$ cat src/rtl/ptv_ram.sv
// Generic single-write, single-read synchronous RAM with registered read data.
module ptv_ram #(
  parameter int unsigned DEPTH = 16,
  parameter int unsigned WIDTH = 8,
  parameter int unsigned AW    = (DEPTH > 1) ? $clog2(DEPTH) : 1
) (
  input  logic             clk,
  input  logic             we,
  input  logic [AW-1:0]    waddr,
  input  logic [WIDTH-1:0] wdata,
  input  logic             re,
  input  logic [AW-1:0]    raddr,
  output logic [WIDTH-1:0] rdata
);

  logic [WIDTH-1:0] mem [DEPTH];

  always_ff @(posedge clk) begin
    if (we) begin
      mem[waddr] <= wdata;
    end
    if (re) begin
      rdata <= mem[raddr];
    end
  end

endmodule

$ cat config.mk
export PLATFORM = sky130hd
export DESIGN_NAME = ptv_ram
export DESIGN_NICKNAME = d
export VERILOG_FILES = /design/src/rtl/ptv_ram.sv
export SDC_FILE = /design/constraint.sdc
export NUM_CORES = 1
export LEC_CHECK = 0
export BUFFER_PORTS_ARGS = -buffer_cell sky130_fd_sc_hd__buf_2
export CAP_MARGIN = 20
export CORE_MARGIN = 2
export CORE_UTILIZATION = 60
export DETAILED_ROUTE_END_ITERATION = 12
export PLACE_DENSITY = 0.75
export SLEW_MARGIN = 10
export SYNTH_ARGS = -nofsm -noshare
export SYNTH_HDL_FRONTEND = slang
export SYNTH_SLANG_ARGS = --single-unit
$ cat constraint.sdc
create_clock -name clk -period 1.9 [get_ports clk]
set_input_delay 0.095 -clock clk [delete_from_list [all_inputs] [get_ports clk]]
set_output_delay 0.095 -clock clk [all_outputs]
set_load 0.02 [all_outputs]
==> metrics.csv, run 1 <==
metric;value;unit
ys_seq_area_frac;0.7812;
hold_buffers;9;
yosys.cell_types.count;18;
num-fill-cells;486;
start_util;0.6083;
cts-buffers-inserted;17;
cts_tree;done;
vias_per_cell;6.180;
die_width;97.34;um
finalHoldViolations;0;
floorplan.core_area;0.008593;sq mm
wl;10170;um
cap_violations;0;
cp_num_buf_inv;0;
hold_path_end;mem[0][5];
layout_commonest_cell;edfxtp_1;
cp_slowest_cell;mux4_1;
synth_area;0.005228;sq mm
ant_nets;0;
post-route-util;0.7333;
syn_inst;229;
tightest_slew;632.2;ps
grt_pass1_wl;15480;um
hold_start;waddr[0];
final_cell_mix;edfxtp_1 (136), buf_2 (26), buf_4 (20);
port-buffer-count;26;
cts-resized-gates;0;
clkSinkCount;136;
r2r-end;rdata[4];
power.leakage;0.002164;uW
finalClockSkew;6.299;ps
h-tree-depth;4;
drtIter0Drc;223;
grt_max_degree;18;
end_kind;flop;
num_io_pins;27;
worstSetupStartpointType;flop;
clock_path_buffers;2;
rrSetupSlack;290;ps
fin_total_pwr;7123;uW
clockRootBuffer;clkbuf_8;
final_nets;314;
dr.pass1.iters;4;
drc_errors;0;
routedWlPerCell;24.45;um
arrival;1870;ps
power_density;1130;mW/mm^2
rr_worst_depth;3;
dieArea;0.009475;sq mm
fin_crit_sh;0.8489;
dpl.hpwl;6136;um
path_cells;mux4_1 -> a22oi_1 -> nand2_1;
grt_overflow;0;
gp_congestion;0.7490;
ys_warn_count;0;
post_cts_buffers;0;
synth_nets;248;
clock_latency;520;ps
rsz0062_at_grt;no;
critPathTopFamily;multiplexers;
crit_fanout;1;
placementRows;34;
die_y;97.34;um
vdd_drop_max;0.6807;mV
num_vias;2571;
hold_depth;3;
fmax;0.6200;GHz
hold_path_class;in2reg;
setup_violations;0;
crit_required;2160;ps
syn_avg_cell_area;22.83;sq um
synth-seq-cells;136;
drive_gt1_frac;0.3182;
antenna_found_initial;0;
period_minus_slack;1613;ps
slowest_delay;550;ps
outcome;finished clean;
multi_input_area;0.001057;sq mm
area_growth;20.54;%
diodes;0;
path_clk_slew;60;ps
worstSetupPathType;reg2reg;
grt_pass1_vias;2646;
setup_tns;0;ps
grt.total_usage;0.2325;
relSlewSlack;0.5776;
r2r-start;mem[10][4];
regArea;0.004084;sq mm
holdWs;135.5;ps
finalMaxSlewViolations;0;
## tightest hold or removal path: stages
cell,delay [ps]
buf_2,140
nor3_1,60
buf_4,180
## worst max path at each step
| stage | from | slack, ps | cells past startpoint | to |
|---|---|---|---|---|
| 2_1_floorplan | waddr[2] | 310 | 2 | mem[0][0] |
| 3_3_place_gp | raddr[0] | 210 | 5 | rdata[4] |
| 3_5_place_dp | raddr[0] | 110 | 5 | rdata[4] |
| 4_1_cts | mem[10][4] | 280 | 3 | rdata[4] |
| 5_1_grt | mem[10][4] | 270 | 3 | rdata[4] |
| 6_report | mem[10][4] | 290 | 3 | rdata[4] |
## cell usage after synthesis, drive strengths merged
master	number	area, sq um
nor2b	1	6.260
nand3b	2	15.01
clkdlybuf4s25	3	30.03
and2	1	6.260
or3b	1	8.760
and2b	1	7.510
nor3	4	20.02
buf	7	56.30
nand3	1	5.000
edfxtp	136	4084
nor2	13	48.80
nand2	9	33.78
nand2b	2	12.51
mux4	32	773.2
a22oi	16	120.1
## cells by family after synthesis
| family | share of synthesized area |
|---|---|
| DFF | 0.7812 |
| muxes | 0.1479 |
| and+or+nand+nor | 0.03136 |
| buffers and inverters | 0.01651 |
| AOI/OAI and AO/OA | 0.02298 |
## power by group
group          leakage [uW]  switching, uW  total [uW]  internal [uW]
Clock              0.000293           1240        3380           2140
Sequential          0.00124           20.1        3400           3380
Combinational      0.000635            192         340            148
## metrics by stage
step	setup slack [ps]	area, sq um	instances
after detailed placement	110.0	5597	375
after global routing	267.4	6301	416
after global placement	209.6	5597	375
after floorplan	312.1	5228	229
final	287.2	6301	416
after CTS	280.6	6301	416
## flip-flops by register name, summed over array words and instances, names as in the netlist
register / flops
mem: 128
rdata: 8
## per-layer routing
layer	share of wire	global-route usage
met4	0.021	0.09936
met5	0	0
met1	0.40	0.3243
met2	0.51	0.3665
met3	0.075	0.04820
## final cells by class
cell class / count / share of cell area
well taps: 108 / 0.02145
clock buffers: 18 / 0.06632
clock inverters: 14 / 0.03118
repair buffers: 57 / 0.06513
multi-input cells: 83 / 0.1678
flip-flops and latches: 136 / 0.6481
No activity file was read; power rests on OpenSTA's default activity.
==> run 2: changes to the inputs <==
clock period = 1.6 ns   (was 1.9 ns; I/O delays follow)
==> metrics.csv, run 2 (synthesized netlist as in run 1, its figures left out) <==
metric;value;unit
layout_commonest_cell;edfxtp_1;
setup_tns;0;ps
rr_worst_depth;3;
clockRootBuffer;clkbuf_8;
post_cts_buffers;0;
rrSetupSlack;60;ps
largest-register;mem;
clkSinkCount;136;
drive_gt1_frac;0.3139;
grt.total_usage;0.2333;
clock_latency;510;ps
hold_start;waddr[0];
largestRegisters;mem (128), rdata (8);
finalClockSkew;5.434;ps
outcome;finished clean;
tightest_slew;403.2;ps
hold_depth;3;
cts_tree;done;
port-buffer-count;26;
start_util;0.6083;
diodes;0;
vdd_drop_max;0.7154;mV
clock_path_buffers;2;
hold_path_class;in2reg;
dr.pass1.iters;4;
final_cell_mix;edfxtp_1 (136), buf_2 (26), buf_4 (20);
fin_crit_sh;0.9615;
h-tree-depth;4;
gp_congestion;0.7281;
grt_pass1_wl;15500;um
grt_max_degree;28;
worstSetupPathType;reg2reg;
drtIter0Drc;259;
rsz0062_at_grt;no;
num_io_pins;27;
crit_fanout;1;
power.leakage;0.002147;uW
ant_nets;0;
placementRows;34;
dpl.hpwl;6131;um
cap_violations;0;
r2r-end;rdata[5];
fmax;0.6500;GHz
period_minus_slack;1538;ps
power_density;1300;mW/mm^2
grt_pass1_vias;2646;
relSlewSlack;0.7312;
crit_required;1850;ps
dieArea;0.009475;sq mm
area_growth;20.27;%
finalHoldViolations;0;
fin_area;0.006287;sq mm
hold_path_end;mem[0][6];
final_nets;315;
worstSetupStartpointType;flop;
num_vias;2529;
placed_area;0.005617;sq mm
floorplan.core_area;0.008593;sq mm
largest_reg_flops;128;
finalNonFillerCells;417;
dp_cells;376;
drc_errors;0;
path_clk_slew;60;ps
end_kind;flop;
grt_overflow;0;
holdWs;134.4;ps
routedWlPerCell;24.46;um
cts-buffers-inserted;17;
die_width;97.34;um
arrival;1790;ps
fin_total_pwr;8175;uW
die_y;97.34;um
antenna_found_initial;0;
finalMaxSlewViolations;0;
setup_violations;0;
wl;10200;um
vias_per_cell;6.065;
r2r-start;mem[9][5];
## run 2: cell type report
class,count,area (sq um)
clock buffers,18,417.9
flip-flops and latches,136,4084
well taps,108,135.1
multi-input cells,83,1062
repair buffers,58,430.4
fillers,479,2306
clock inverters,14,157.7
## run 2: worst max-delay path by stage
stage	from	end	slack, ps	depth (start not counted)
after floorplan	waddr[2]	mem[0][0]	30	2
after global placement	raddr[0]	rdata[2]	-20	5
after detailed placement	raddr[0]	rdata[5]	-70	5
after CTS	mem[9][5]	rdata[5]	20	3
after global routing	mem[1][3]	rdata[3]	20	3
final	mem[9][5]	rdata[5]	60	3
## run 2: repair_timing
action / 4_1_cts / 5_1_grt
gates resized for setup: 1 / 0
setup endpoints to repair: 1 / 0
endpoints found under the hold margin: 136 / 0
hold buffers: 9 / 0
## run 2: worst max-delay path, cell delays in order (launching register included)
cell	delay, ps
edfxtp_1	390
mux4_1	550
a22oi_2	260
nand2_1	90
## run 2: report_power, final
part | internal [uW] | leakage (uW) | total, uW | switching (uW)
Combinational | 182 | 0.000645 | 411 | 229
Clock | 2350 | 0.000265 | 3720 | 1370
Sequential | 4020 | 0.00124 | 4040 | 25.7
Total | 6550 | 0.00215 | 8170 | 1630
## run 2: through the flow
stage / worst slack, ps / utilization
floorplan: 27.13 / -
global placement: -15.39 / 0.6536
detailed placement: -70.09 / 0.6536
CTS: 24.22 / 0.7317
global route: 17.27 / 0.7317
finish: 61.61 / 0.7317
## run 2: metal layers
layer / track usage / vias up / share of wire
met5: 0 / - / 0
met4: 0.06838 / 0 / 0.012
met3: 0.07194 / 10 / 0.072
met2: 0.3713 / 110 / 0.51
met1: 0.3202 / 1295 / 0.40
li1: - / 1114 / -
